[src/ktt_pkg.sv]
// ----------------------------------------------------------------------------
// ktt_pkg
// Types and constants shared by the keyed timer table.
// ----------------------------------------------------------------------------
`default_nettype none

package ktt_pkg;

  localparam int unsigned SLOTS       = 16;
  localparam int unsigned SLOT_BITS   = $clog2(SLOTS);
  localparam int unsigned TIME_BITS   = 48;
  localparam int unsigned KEY_BITS    = 8;
  localparam int unsigned PERIOD_BITS = 32;

  localparam logic [TIME_BITS-1:0] TIME_MAX = {TIME_BITS{1'b1}};

  typedef enum logic [1:0] {
    OP_SET_ONE_SHOT = 2'd0,
    OP_SET_PERIODIC = 2'd1,
    OP_STOP         = 2'd2,
    OP_TICK         = 2'd3
  } op_e;

  typedef enum logic [1:0] {
    ST_UPDATED  = 2'd0,
    ST_INSERTED = 2'd1,
    ST_FULL     = 2'd2,
    ST_NONE     = 2'd3
  } status_e;

  typedef enum logic [1:0] {
    S_IDLE,
    S_SCAN,
    S_COMMIT,
    S_EMIT
  } state_e;

  typedef struct packed {
    op_e                    operation;
    logic                   named;
    logic [KEY_BITS-1:0]    key;
    logic [TIME_BITS-1:0]   time_now;
    logic [TIME_BITS-1:0]   fire_time;
    logic [PERIOD_BITS-1:0] period;
  } req_t;

  typedef struct packed {
    status_e              status;
    logic                 fired_valid;
    logic [SLOT_BITS-1:0] fired_slot;
    logic [KEY_BITS-1:0]  fired_key;
    logic                 any_active;
    logic [TIME_BITS-1:0] next_fire;
    logic                 last;
  } res_t;

  // One slot as held in the table memory.
  typedef struct packed {
    logic [KEY_BITS-1:0]    key;
    logic [TIME_BITS-1:0]   fire_time;
    logic [PERIOD_BITS-1:0] period;
  } entry_t;

  // One fired timer waiting to be reported.
  typedef struct packed {
    logic [SLOT_BITS-1:0] slot;
    logic [KEY_BITS-1:0]  key;
  } fire_t;

  // Arm time: now plus period, saturating at the largest time.
  function automatic logic [TIME_BITS-1:0] sat_add(logic [TIME_BITS-1:0]   a,
                                                    logic [PERIOD_BITS-1:0] b);
    logic [TIME_BITS:0] sum;
    sum = {1'b0, a} + {{(TIME_BITS + 1 - PERIOD_BITS){1'b0}}, b};
    return sum[TIME_BITS] ? TIME_MAX : sum[TIME_BITS-1:0];
  endfunction

endpackage

`default_nettype wire

[src/keyed_timer_table_top.sv]
// ----------------------------------------------------------------------------
// keyed_timer_table_top
// Table of keyed one-shot and periodic timers kept in a single-port-write,
// registered-read memory; every command is served by one sweep of the table.
// ----------------------------------------------------------------------------
//
//   channel   | direction | handshake                    | payload
//   ----------+-----------+------------------------------+---------------
//   command   | in        | start / busy (taken at       | req_i (req_t)
//             |           |   start && !busy)            |
//   result    | out       | result_valid_o, one cycle    | res_o (res_t)
//
// Sequence: every command sweeps all SLOTS entries through the memory, one
//   entry per cycle, through the registered read stage.
//   Set and stop then commit in S_COMMIT; a tick instead goes to S_EMIT
//   and reports its fired timers one per cycle, or one empty result if
//   none fired.
// Reset: valid and named bits clear at once; no clearing pass is needed.
// Stalls: the receiver cannot stall; each result shows for exactly one
//   cycle, and the registered result lets the next command start meanwhile.
// ----------------------------------------------------------------------------
`default_nettype none

module keyed_timer_table_top (
  input  wire logic          clk_i,
  input  wire logic          rst_ni,
  input  wire logic          start,
  output logic               busy,
  input  wire ktt_pkg::req_t req_i,
  output logic               result_valid_o,
  output ktt_pkg::res_t      res_o
);

  localparam int unsigned CNT_BITS = ktt_pkg::SLOT_BITS + 1;
  localparam logic [CNT_BITS-1:0] CNT_END = CNT_BITS'(ktt_pkg::SLOTS);

  // --------------------------------------------------------------------------
  // State
  // --------------------------------------------------------------------------
  ktt_pkg::state_e state_q, state_d;

  ktt_pkg::req_t req_q, req_d;

  // Valid and named bits live in flops so reset clears them in one go.
  logic [ktt_pkg::SLOTS-1:0] valid_q, valid_d;
  logic [ktt_pkg::SLOTS-1:0] named_q, named_d;

  // Sweep address counter and the read-data stage behind it.
  logic [CNT_BITS-1:0]           cnt_q, cnt_d;
  logic                          rd_v_q, rd_v_d;
  logic [ktt_pkg::SLOT_BITS-1:0] rd_idx_q, rd_idx_d;

  // Sweep accumulators.
  logic [ktt_pkg::TIME_BITS-1:0]   min_q, min_d;
  logic                            any_q, any_d;
  logic                            match_q, match_d;
  logic [ktt_pkg::SLOT_BITS-1:0]   match_idx_q, match_idx_d;
  logic [ktt_pkg::PERIOD_BITS-1:0] match_per_q, match_per_d;
  logic                            free_q, free_d;
  logic [ktt_pkg::SLOT_BITS-1:0]   free_idx_q, free_idx_d;

  // Fired timers of a tick, in slot order, replayed once the sweep is done.
  ktt_pkg::fire_t                fifo_q [ktt_pkg::SLOTS];
  logic                          push;
  ktt_pkg::fire_t                push_data;
  logic [CNT_BITS-1:0]           fire_cnt_q, fire_cnt_d;
  logic [ktt_pkg::SLOT_BITS-1:0] out_ptr_q, out_ptr_d;

  // Registered result.
  ktt_pkg::res_t res_q, res_d;
  logic          res_valid_q, res_valid_d;

  // Table memory.
  ktt_pkg::entry_t               mem [ktt_pkg::SLOTS];
  ktt_pkg::entry_t               rdata_q;
  logic                          mem_re;
  logic [ktt_pkg::SLOT_BITS-1:0] mem_raddr;
  logic                          mem_we;
  logic [ktt_pkg::SLOT_BITS-1:0] mem_waddr;
  ktt_pkg::entry_t               mem_wdata;

  logic sweep_last;
  logic emit_last;

  assign busy           = (state_q != ktt_pkg::S_IDLE);
  assign result_valid_o = res_valid_q;
  assign res_o          = res_q;

  assign mem_re     = (state_q == ktt_pkg::S_SCAN) && (cnt_q != CNT_END);
  assign mem_raddr  = cnt_q[ktt_pkg::SLOT_BITS-1:0];
  assign sweep_last = rd_v_q && (rd_idx_q == ktt_pkg::SLOT_BITS'(ktt_pkg::SLOTS - 1));
  assign emit_last  = (fire_cnt_q == '0) ||
                      (({1'b0, out_ptr_q} + CNT_BITS'(1)) == fire_cnt_q);

  // --------------------------------------------------------------------------
  // Next state
  // --------------------------------------------------------------------------
  always_comb begin
    state_d = state_q;
    unique case (state_q)
      ktt_pkg::S_IDLE: begin
        if (start) begin
          state_d = ktt_pkg::S_SCAN;
        end
      end
      ktt_pkg::S_SCAN: begin
        if (sweep_last) begin
          state_d = (req_q.operation == ktt_pkg::OP_TICK) ? ktt_pkg::S_EMIT
                                                          : ktt_pkg::S_COMMIT;
        end
      end
      ktt_pkg::S_COMMIT: begin
        state_d = ktt_pkg::S_IDLE;
      end
      ktt_pkg::S_EMIT: begin
        if (emit_last) begin
          state_d = ktt_pkg::S_IDLE;
        end
      end
      default: begin
        state_d = ktt_pkg::S_IDLE;
      end
    endcase
  end

  // --------------------------------------------------------------------------
  // Datapath and outputs
  // --------------------------------------------------------------------------
  always_comb begin
    logic                            v;
    logic                            nm;
    logic                            fired;
    logic                            keep;
    logic                            hit;
    logic [ktt_pkg::TIME_BITS-1:0]   rearm;
    logic [ktt_pkg::TIME_BITS-1:0]   cand;
    logic [ktt_pkg::TIME_BITS-1:0]   t_set;
    logic [ktt_pkg::SLOT_BITS-1:0]   s;
    logic                            ok;
    logic [ktt_pkg::PERIOD_BITS-1:0] per_new;
    ktt_pkg::status_e                st;

    req_d       = req_q;
    valid_d     = valid_q;
    named_d     = named_q;
    cnt_d       = cnt_q;
    rd_v_d      = mem_re;
    rd_idx_d    = mem_raddr;
    min_d       = min_q;
    any_d       = any_q;
    match_d     = match_q;
    match_idx_d = match_idx_q;
    match_per_d = match_per_q;
    free_d      = free_q;
    free_idx_d  = free_idx_q;
    fire_cnt_d  = fire_cnt_q;
    out_ptr_d   = out_ptr_q;
    push        = 1'b0;
    push_data   = '0;
    mem_we      = 1'b0;
    mem_waddr   = rd_idx_q;
    mem_wdata   = rdata_q;
    res_d       = '0;
    res_valid_d = 1'b0;

    v       = valid_q[rd_idx_q];
    nm      = named_q[rd_idx_q];
    rearm   = ktt_pkg::sat_add(req_q.time_now, rdata_q.period);
    fired   = v && (rdata_q.fire_time < req_q.time_now);
    keep    = 1'b0;
    hit     = 1'b0;
    cand    = rdata_q.fire_time;
    t_set   = (req_q.operation == ktt_pkg::OP_SET_ONE_SHOT)
              ? req_q.fire_time
              : ktt_pkg::sat_add(req_q.time_now, req_q.period);
    s       = match_q ? match_idx_q : free_idx_q;
    ok      = match_q || free_q;
    per_new = '0;
    st      = ktt_pkg::ST_NONE;

    unique case (state_q)
      ktt_pkg::S_IDLE: begin
        if (start) begin
          req_d      = req_i;
          cnt_d      = '0;
          min_d      = ktt_pkg::TIME_MAX;
          any_d      = 1'b0;
          match_d    = 1'b0;
          free_d     = 1'b0;
          fire_cnt_d = '0;
          out_ptr_d  = '0;
        end
      end

      ktt_pkg::S_SCAN: begin
        if (mem_re) begin
          cnt_d = cnt_q + CNT_BITS'(1);
        end
        if (rd_v_q) begin
          if (req_q.operation == ktt_pkg::OP_TICK) begin
            // Fire: drop one-shot slots, re-arm periodic ones.
            if (fired) begin
              push           = 1'b1;
              push_data.slot = rd_idx_q;
              push_data.key  = nm ? rdata_q.key : '0;
              fire_cnt_d     = fire_cnt_q + CNT_BITS'(1);
              if (rdata_q.period != '0) begin
                mem_we              = 1'b1;
                mem_wdata.fire_time = rearm;
                cand                = rearm;
              end else begin
                valid_d[rd_idx_q] = 1'b0;
              end
            end
            keep = v && !(fired && (rdata_q.period == '0));
          end else begin
            // Set or stop: find the key and the first free slot; leave the
            // matched slot out of the minimum, it gets settled at commit.
            hit = v && nm && req_q.named && (rdata_q.key == req_q.key);
            if (hit) begin
              match_d     = 1'b1;
              match_idx_d = rd_idx_q;
              match_per_d = rdata_q.period;
            end
            if (!v && !free_q) begin
              free_d     = 1'b1;
              free_idx_d = rd_idx_q;
            end
            keep = v && !hit;
          end
          if (keep) begin
            any_d = 1'b1;
            if (cand < min_q) begin
              min_d = cand;
            end
          end
        end
      end

      ktt_pkg::S_COMMIT: begin
        res_valid_d      = 1'b1;
        res_d.last       = 1'b1;
        res_d.any_active = any_q;
        res_d.next_fire  = min_q;
        if (req_q.operation == ktt_pkg::OP_STOP) begin
          if (match_q) begin
            valid_d[match_idx_q] = 1'b0;
            st = ktt_pkg::ST_UPDATED;
          end
        end else begin
          if (match_q) begin
            st = ktt_pkg::ST_UPDATED;
          end else if (free_q) begin
            st = ktt_pkg::ST_INSERTED;
          end else begin
            st = ktt_pkg::ST_FULL;
          end
          if (req_q.operation == ktt_pkg::OP_SET_PERIODIC) begin
            per_new = req_q.period;
          end else if (match_q) begin
            per_new = match_per_q;
          end
          if (ok) begin
            mem_we              = 1'b1;
            mem_waddr           = s;
            mem_wdata.key       = req_q.named ? req_q.key : '0;
            mem_wdata.fire_time = t_set;
            mem_wdata.period    = per_new;
            valid_d[s]          = 1'b1;
            named_d[s]          = req_q.named;
            res_d.any_active    = 1'b1;
            if (t_set < min_q) begin
              res_d.next_fire = t_set;
            end
          end
        end
        res_d.status = st;
      end

      ktt_pkg::S_EMIT: begin
        // Replay fired timers; report one empty result when none fired.
        res_valid_d      = 1'b1;
        res_d.status     = ktt_pkg::ST_NONE;
        res_d.any_active = any_q;
        res_d.next_fire  = min_q;
        res_d.last       = emit_last;
        if (fire_cnt_q != '0) begin
          res_d.fired_valid = 1'b1;
          res_d.fired_slot  = fifo_q[out_ptr_q].slot;
          res_d.fired_key   = fifo_q[out_ptr_q].key;
        end
        out_ptr_d = out_ptr_q + ktt_pkg::SLOT_BITS'(1);
      end

      default: begin
        res_valid_d = 1'b0;
      end
    endcase
  end

  // --------------------------------------------------------------------------
  // Registers
  // --------------------------------------------------------------------------
  always_ff @(posedge clk_i or negedge rst_ni) begin
    if (!rst_ni) begin
      state_q     <= ktt_pkg::S_IDLE;
      valid_q     <= '0;
      named_q     <= '0;
      cnt_q       <= '0;
      rd_v_q      <= 1'b0;
      any_q       <= 1'b0;
      match_q     <= 1'b0;
      free_q      <= 1'b0;
      fire_cnt_q  <= '0;
      out_ptr_q   <= '0;
      res_valid_q <= 1'b0;
    end else begin
      state_q     <= state_d;
      valid_q     <= valid_d;
      named_q     <= named_d;
      cnt_q       <= cnt_d;
      rd_v_q      <= rd_v_d;
      any_q       <= any_d;
      match_q     <= match_d;
      free_q      <= free_d;
      fire_cnt_q  <= fire_cnt_d;
      out_ptr_q   <= out_ptr_d;
      res_valid_q <= res_valid_d;
    end
  end

  always_ff @(posedge clk_i) begin
    req_q       <= req_d;
    rd_idx_q    <= rd_idx_d;
    min_q       <= min_d;
    match_idx_q <= match_idx_d;
    match_per_q <= match_per_d;
    free_idx_q  <= free_idx_d;
    res_q       <= res_d;
    if (push) begin
      fifo_q[fire_cnt_q[ktt_pkg::SLOT_BITS-1:0]] <= push_data;
    end
  end

  // Table memory: one write, one registered read per cycle.
  always_ff @(posedge clk_i) begin
    if (mem_we) begin
      mem[mem_waddr] <= mem_wdata;
    end
    rdata_q <= mem[mem_raddr];
  end

  // --------------------------------------------------------------------------
  // Assertions
  // --------------------------------------------------------------------------
  a_no_rw_collision: assert property (@(posedge clk_i) disable iff (!rst_ni)
    (mem_we && mem_re) |-> (mem_waddr != mem_raddr))
    else $error("table read and write hit the same slot in one cycle");

  a_fire_count_bound: assert property (@(posedge clk_i) disable iff (!rst_ni)
    fire_cnt_q <= CNT_END)
    else $error("more fired timers than slots");

  a_insert_into_free: assert property (@(posedge clk_i) disable iff (!rst_ni)
    (state_q == ktt_pkg::S_COMMIT && !match_q && free_q) |-> !valid_q[free_idx_q])
    else $error("insert targets a slot that is in use");

  a_accept_starts_sweep: assert property (@(posedge clk_i) disable iff (!rst_ni)
    (start && !busy) |=> (state_q == ktt_pkg::S_SCAN && cnt_q == '0))
    else $error("accepted command did not start a sweep");

  a_empty_is_last: assert property (@(posedge clk_i) disable iff (!rst_ni)
    (res_valid_q && !res_q.fired_valid) |-> res_q.last)
    else $error("result without a fired timer is not the final one");

  a_emit_gives_result: assert property (@(posedge clk_i) disable iff (!rst_ni)
    (state_q == ktt_pkg::S_EMIT || state_q == ktt_pkg::S_COMMIT) |=> res_valid_q)
    else $error("result missing after commit or replay cycle");

endmodule

`default_nettype wire
[config.mk]
export PLATFORM = sky130hd
export DESIGN_NAME = keyed_timer_table_top
export DESIGN_NICKNAME = d
export VERILOG_FILES = /design/src/ktt_pkg.sv /design/src/keyed_timer_table_top.sv
export SDC_FILE = /design/constraint.sdc
export NUM_CORES = 2
export LEC_CHECK = 0
export ABC_AREA = 1
export BUFFER_PORTS_ARGS = -buffer_cell sky130_fd_sc_hd__buf_2
export CORE_UTILIZATION = 45
export CTS_BUF_LIST = sky130_fd_sc_hd__clkbuf_4
export DETAILED_ROUTE_END_ITERATION = 16
export PLACE_DENSITY = 0.66
export SETUP_SLACK_MARGIN = 0.05
export SLEW_MARGIN = 20
export SYNTH_ARGS = -nofsm -noshare
export SYNTH_HDL_FRONTEND = slang
export SYNTH_SLANG_ARGS = --single-unit
export TNS_END_PERCENT = 20
[constraint.sdc]
create_clock -name clk_i -period 11.6 [get_ports clk_i]
set_clock_uncertainty 0.2 [all_clocks]
set_input_delay 0.58 -clock clk_i [delete_from_list [all_inputs] [get_ports clk_i]]
set_output_delay 0.58 -clock clk_i [all_outputs]
set_load 0.05 [all_outputs]
## Yosys cells after proc, flatten, opt, wreduce, memory -nomap -nowiden

Memory sizes are Yosys's and may differ from the RTL's. A register that Yosys moved wholly into a read port is not among the register bits.
Index checks and enable logic that the tools add are counted.

- Input bits: 142
- Word-level logic and storage cells: 227
- Memories kept: 2
- Register bits: 349
- Output and inout bits: 67
- Memory bits (writable): 1,600

Memory list:

| memory | words | width | rd ports | clocked after Yosys merged registers in | write ports | line | source |
|---|---|---|---|---|---|---|---|
| mem | 16 | 88 | 1 | 1 | 1 | keyed_timer_table_top.sv:74 | `ktt_pkg::entry_t mem [ktt_pkg::SLOTS];` |
| fifo_q | 16 | 12 | 1 | 0 | 1 | keyed_timer_table_top.sv:63 | `ktt_pkg::fire_t fifo_q [ktt_pkg::SLOTS];` |

- Magnitude comparators: 9
- Bitwise logic cells: 7
- Muxes and demuxes: 105
- $add $sub $neg: 6
- Equal/unequal tests: 25
- Reductions and logical operators: 44

Operators by type and width:

| operator | count |
|---|---|
| $mux 48 | 14 |
| $pmux 48 s2 | 2 |
| $mux 88 | 2 |
| $lt 48x48->1 | 3 |
| $mux 16 | 7 |
| $pmux 50 s2 | 1 |
| $add 48x32->49 | 2 |
| $mux 49 | 2 |
| $mux 32 | 3 |
| $mux 12 | 4 |
| $mux 1 | 33 |
| $and 16x16->16 | 2 |
| $logic_not 32->1 | 1 |
| $not 16->16 | 2 |
| $pmux 16 s2 | 1 |
| $reduce_bool 32->1 | 1 |
| $mux 5 | 5 |
| $mux 8 | 3 |
| $mux 4 | 5 |
| $pmux 5 s2 | 2 |
| $reduce_and 5->1 | 4 |
| $bwmux 16 | 1 |
| $or 16x16->16 | 1 |
| $lt 4x5->1 const B | 3 |
| 34 further kinds | 92 |

## Logic depth before layout (Yosys ltp)

- Depth after elaboration: 13
- Mapped depth: 32
- Gate-level depth less buffers: 30

## Worst setup path before layout

No wires, ideal clock.

- Kind: reg-to-reg
- From: reg req_q[112] (netlist bit)
- To: mem mem[3][0] (netlist bit), enable pin
- Cell stages (with the launch flop): 19
- Slack: 2.619 ns
- Arrival time: 8.139 ns
- Data required time: 10.758 ns
- Period minus slack after synthesis: 8.981 ns
- Library setup time: 0.642 ns
- Path through: edfxtp_1 -> buf_4 -> inv_1 -> ha_1 -> nand2_1 -> inv_1 -> nand2_1 -> nor2_1 -> nand2_1 -> inv_1 -> nand2_1 -> nand3_1 -> nor2_1 -> nand2_1 -> nor2_1 -> nand2_1 -> a21oi_1 -> nand3_1 -> nor3_1

- Cells in the longest elaborated chain, start to end: 8

RTL lines:

| what | line | source |
|---|---|---|
| start: declaration | keyed_timer_table_top.sv:42 | `ktt_pkg::req_t req_q, req_d;` |
| start signal: assignment | keyed_timer_table_top.sv:333 | `req_q <= req_d;` |
| $lt 48x48->1 | keyed_timer_table_top.sv:169 | `fired = v && (rdata_q.fire_time < req_q.time_now);` |
| $logic_and 1x1->1 | keyed_timer_table_top.sv:169 |  |
| $mux 1 | keyed_timer_table_top.sv:202 | `if (fired) begin` |
| $mux 1 | keyed_timer_table_top.sv:200 | `if (req_q.operation == ktt_pkg::OP_TICK) begin` |
| $mux 1 | keyed_timer_table_top.sv:199 | `if (rd_v_q) begin` |
| $pmux 1 s2 | keyed_timer_table_top.sv:181 | `unique case (state_q)` |
| $mux 1 | keyed_timer_table_top.sv:347 | `if (mem_we) begin` |
| $mux 1 (not written as such) | keyed_timer_table_top.sv:348 | `mem[mem_waddr] <= mem_wdata;` |
| end: declaration | keyed_timer_table_top.sv:74 |  |

Every way passes these cells.

## Worst setup path in the final report

- From: reg req_q[112] (netlist bit)
- To: reg min_q[27] (netlist bit), enable pin

- Cells in the longest elaborated chain, start to end: 10
- Elaborated cells on any way between the ends: 19
- Those cells by class: add/sub (1); order compare (2); eq/ne (2); mux (9); reduce/logical (5)

RTL lines:

| what | line | source |
|---|---|---|
| $add 48x32->49 / $lt 48x48->1 (equally long branches) | ktt_pkg.sv:74, keyed_timer_table_top.sv:169 |  |
| $mux 48 / $logic_and 1x1->1 (equally long branches) | ktt_pkg.sv:75, keyed_timer_table_top.sv:169 |  |
| $mux 48 / $logic_and 1x1->1 (equally long branches) | keyed_timer_table_top.sv:207, keyed_timer_table_top.sv:215 |  |
| $mux 48 / $logic_not 1->1 (equally long branches) | keyed_timer_table_top.sv:202, keyed_timer_table_top.sv:215 |  |
| $mux 48 / $logic_and 1x1->1 (equally long branches) | keyed_timer_table_top.sv:200, keyed_timer_table_top.sv:215 |  |
| $mux 48 / $mux 1 (equally long branches) | keyed_timer_table_top.sv:199, keyed_timer_table_top.sv:200 |  |
| $mux 48 / $mux 1 (equally long branches) | keyed_timer_table_top.sv:181, keyed_timer_table_top.sv:199 |  |
| $lt 48x48->1 / $mux 1 (equally long branches) | keyed_timer_table_top.sv:233, keyed_timer_table_top.sv:181 |  |
| $ne 2x1->1 (no line) | - |  |
| $reduce_and 5->1 (no line) * | - |  |
| end signal: assignment | keyed_timer_table_top.sv:335 | `min_q <= min_d;` |
| end: declaration | keyed_timer_table_top.sv:54 | `logic [ktt_pkg::TIME_BITS-1:0] min_q, min_d;` |

Mark *: on every way between the ends. The rest lies on a longest branch, timed or not. The select of a mux whose other input is x is not followed.
A chain may end at the register's enable or synchronous reset.

==> metrics.txt <==
status complete, no violations; Worst-path clk slew 0.07 ns; # setup viols final 0; crit path max fanout 38; Post-CTS Resized 0; I/O pin count 209; CP Launch Type register; CP peak stage delay 0.78 ns; maximum vdd drop roughly 0.17 mV; number of global-route vias before repair about 65000; drt initial violations approximately 8000; Final Hold Vio Count 0; nets around 9000; register area share after synthesis 66.9%; Via density between 5 and 6; Post-DRT Antenna Nets 0; Port Buffers 208; Crit-path slowest cell nor2_4; Std-Cell Rows 162; Post-Syn Area just under 90000 sq um; DIE AREA ~200000 sq um; DP Wirelength approximately 180000 um; final worst-path cycle share approximately three fifths; crit end category register; Synth Register Bits 2037; Initial Util about 45%; Netlist cell types between 60 and 70; Max Used Layer met5; RD Place Congestion a little under 1; TNS Setup 0 ns; mean post-synth cell area between 10 and 15 sq um; Most used DFF post-synth edfxtp_1; worst endpoint data arrival time ~7.8 ns; drc violations 0; Pwr Total between 20 and 30 mW; pwr dens 263 nW/um^2; TritonCTS Buffers between 500 and 600; Clock Sinks slightly above 2000; Max Clk Rate 0.143 GHz; # fillers 17038; Async SR Flop Fraction around 2.6%; worst slew pin tran 1.21 ns; initial antenna violation count 24; fraction of layout instances using a drive strength above 1 between 10% and 20%; final wirelength around 300000 um; hold buffers post-CTS about 280; largest net degree at the start of global routing 206; number of synthesized flops with an enable pin approximately 1800; Yosys top cell area share between 60% and 70%; GRT overflow 0; latest clock arrival within the worst-skew pair 1.44 ns; CTS H-tree lvls 6; static leakage between 30 and 40 nW; max cap viols 0; Met1 Wirelength ~120000 um; Total GRT Usage around 29%; first-pass GRT wire length ~430000 um; Ys Warns 0; CP most frequent cell nand2_1; RSZ-0062 raised after global routing no; chip width approximately 450 um; Crit path required time approximately 12 ns; met3 wire len between 30000 and 40000 um; worst hold path type in2reg; Rel. slew slack between 10% and 20%; ranking of synthesized cells by area edfxtp_1, o21ai_0, nand2_1, nor2_1, dfxtp_1; Tmin final between 6 and 7 ns; core area about 200000 sq um; clk root buf clkbuf_4; Area Growth Syn to Fin 15.6%; DR vias 68311; wire length per cell ~25 um; Net Count, Synth 8265; Initial DRT Pass Iterations 6; Die Y about 450 um; CTS max path bufs 4; CTS tree yes; Pins Over Slew Limit 0; Post-CTS Setup Bufs 0; CP Class reg2reg; routed length on met2 roughly 130000 um; post-synth top area cell edfxtp_1; Post-Synthesis Cells ~7900
worst max-delay path: cells and delay by family (launching register included):
family	cells	cell delay, ns
AND/OR/NAND/NOR	14	2.27
flip-flops	1	0.59
AO/OA/AOI/OAI	7	1.35
adder cells (fa/ha/maj)	2	0.64
buffers and inverters	7	1.38
cells in the mapped netlist, drive strengths merged, types with 3 or more instances:
master / n
a2111o: 5
a211oi: 12
a21boi: 5
a21o: 14
a21oi: 262
a221oi: 11
a22oi: 16
a31o: 3
a31oi: 34
and3: 3
buf: 45
clkbuf: 387
clkinv: 3
dfrtp: 53
dfxtp: 157
edfxtp: 1827
ha: 216
inv: 508
nand2: 1102
nand3: 386
nand3b: 9
nand4: 50
nor2: 1048
nor3: 49
nor3b: 3
nor4: 16
o2111ai: 9
o211ai: 66
o21a: 14
o21ai: 1034
o21bai: 9
o221ai: 166
o22ai: 268
o31a: 3
o31ai: 3
or2: 34
xnor2: 15
xor2: 47
path summary, 6_finish.rpt:
path | slack, ns | endpoint | start | cells past startpoint
hold / removal | 0.21 | out_ptr_q[3] | start | 5
max in group asynchronous | 10.30 | cnt_q[2] | rst_ni | 4
hold reg to reg | 0.26 | res_o[31] | min_q[30] | 2
setup reg to reg | 4.62 | min_q[27] | req_q[112] | 30
min in group asynchronous | 0.25 | named_q[8] | rst_ni | 4
setup / recovery | 4.62 | min_q[27] | req_q[112] | 30
cell usage in the layout (no fill, tap or decap), types with 38 or more instances in the layout:
cell type,count
clkinv_1,100
o21ai_0,1019
o211ai_1,66
buf_4,152
nor3_1,38
ha_1,212
o221ai_1,166
nor2_1,1023
dfrtp_1,49
nand2_1,1092
dlygate4sd3_1,282
buf_2,208
xor2_1,47
o22ai_1,268
edfxtp_1,1827
dfxtp_1,157
nand4_1,50
inv_1,498
a21oi_1,255
clkbuf_4,784
nand3_1,385
sequential cells by signal (all words and copies together), names as in the netlist, 5 cells and up:
register / flops
req_q: 139
named_q: 16
fire_cnt_q: 5
cnt_q: 5
rdata_q: 88
valid_q: 16
mem: 1408
match_per_q: 32
min_q: 48
fifo_q: 192
res_o: 65
logic make-up after synthesis:
group                    count (synthesis)  synth area share [%]
AO/OA/AOI/OAI                         1939                  12.7
XOR/XNOR                                62                 0.613
adder cells (fa/ha/maj)                218                  3.09
buffers and inverters                  943                  4.11
flip-flops                            2037                  66.9
multiplexers                             1                0.0113
AND/OR/NAND/NOR                       2705                  12.5
report_power, final:
part | internal (mW) | leakage (nW) | switching [mW] | total (mW)
registers | 10.0 | 18.5 | 0.566 | 10.6
logic | 2.50 | 15.3 | 7.64 | 10.1
clock network | 3.29 | 4.00 | 2.97 | 6.26
routing by layer:
metal  track usage [%]  vias up
met3              6.94      643
met2              43.9     3966
met5                 0        -
met1              40.4    33320
li1                  -    30374
met4              13.3        8
through the flow:
stage | instances | worst slack (ns) | util, % | hold WS (ns) | cell area [sq um]
2_1_floorplan | 7905 | 2.62 | - | 0.0844 | 88600
3_3_place_gp | 10472 | 4.85 | 47.6 | 0.255 | 92900
3_5_place_dp | 10472 | 4.77 | 47.6 | 0.257 | 92900
4_1_cts | 11678 | 4.68 | 52.5 | 0.0738 | 102000
5_1_grt | 11685 | 4.30 | 52.5 | 0.173 | 102000
6_report | 11696 | 4.62 | 52.5 | 0.208 | 102000
final cells by class:
class | count | area (sq um) | area share, %
Antenna cell | 17 | 42.5 | 0.0415
Clock inverter | 140 | 797 | 0.778
Inverter | 511 | 1950 | 1.90
Timing Repair Buffer | 658 | 5320 | 5.19
Clock buffer | 784 | 5890 | 5.74
Tap cell | 2624 | 3280 | 3.20
Sequential cell | 2037 | 59300 | 57.9
Multi-Input combinational cell | 4925 | 25900 | 25.2
Note: power is estimated with default switching activity, not from simulation.
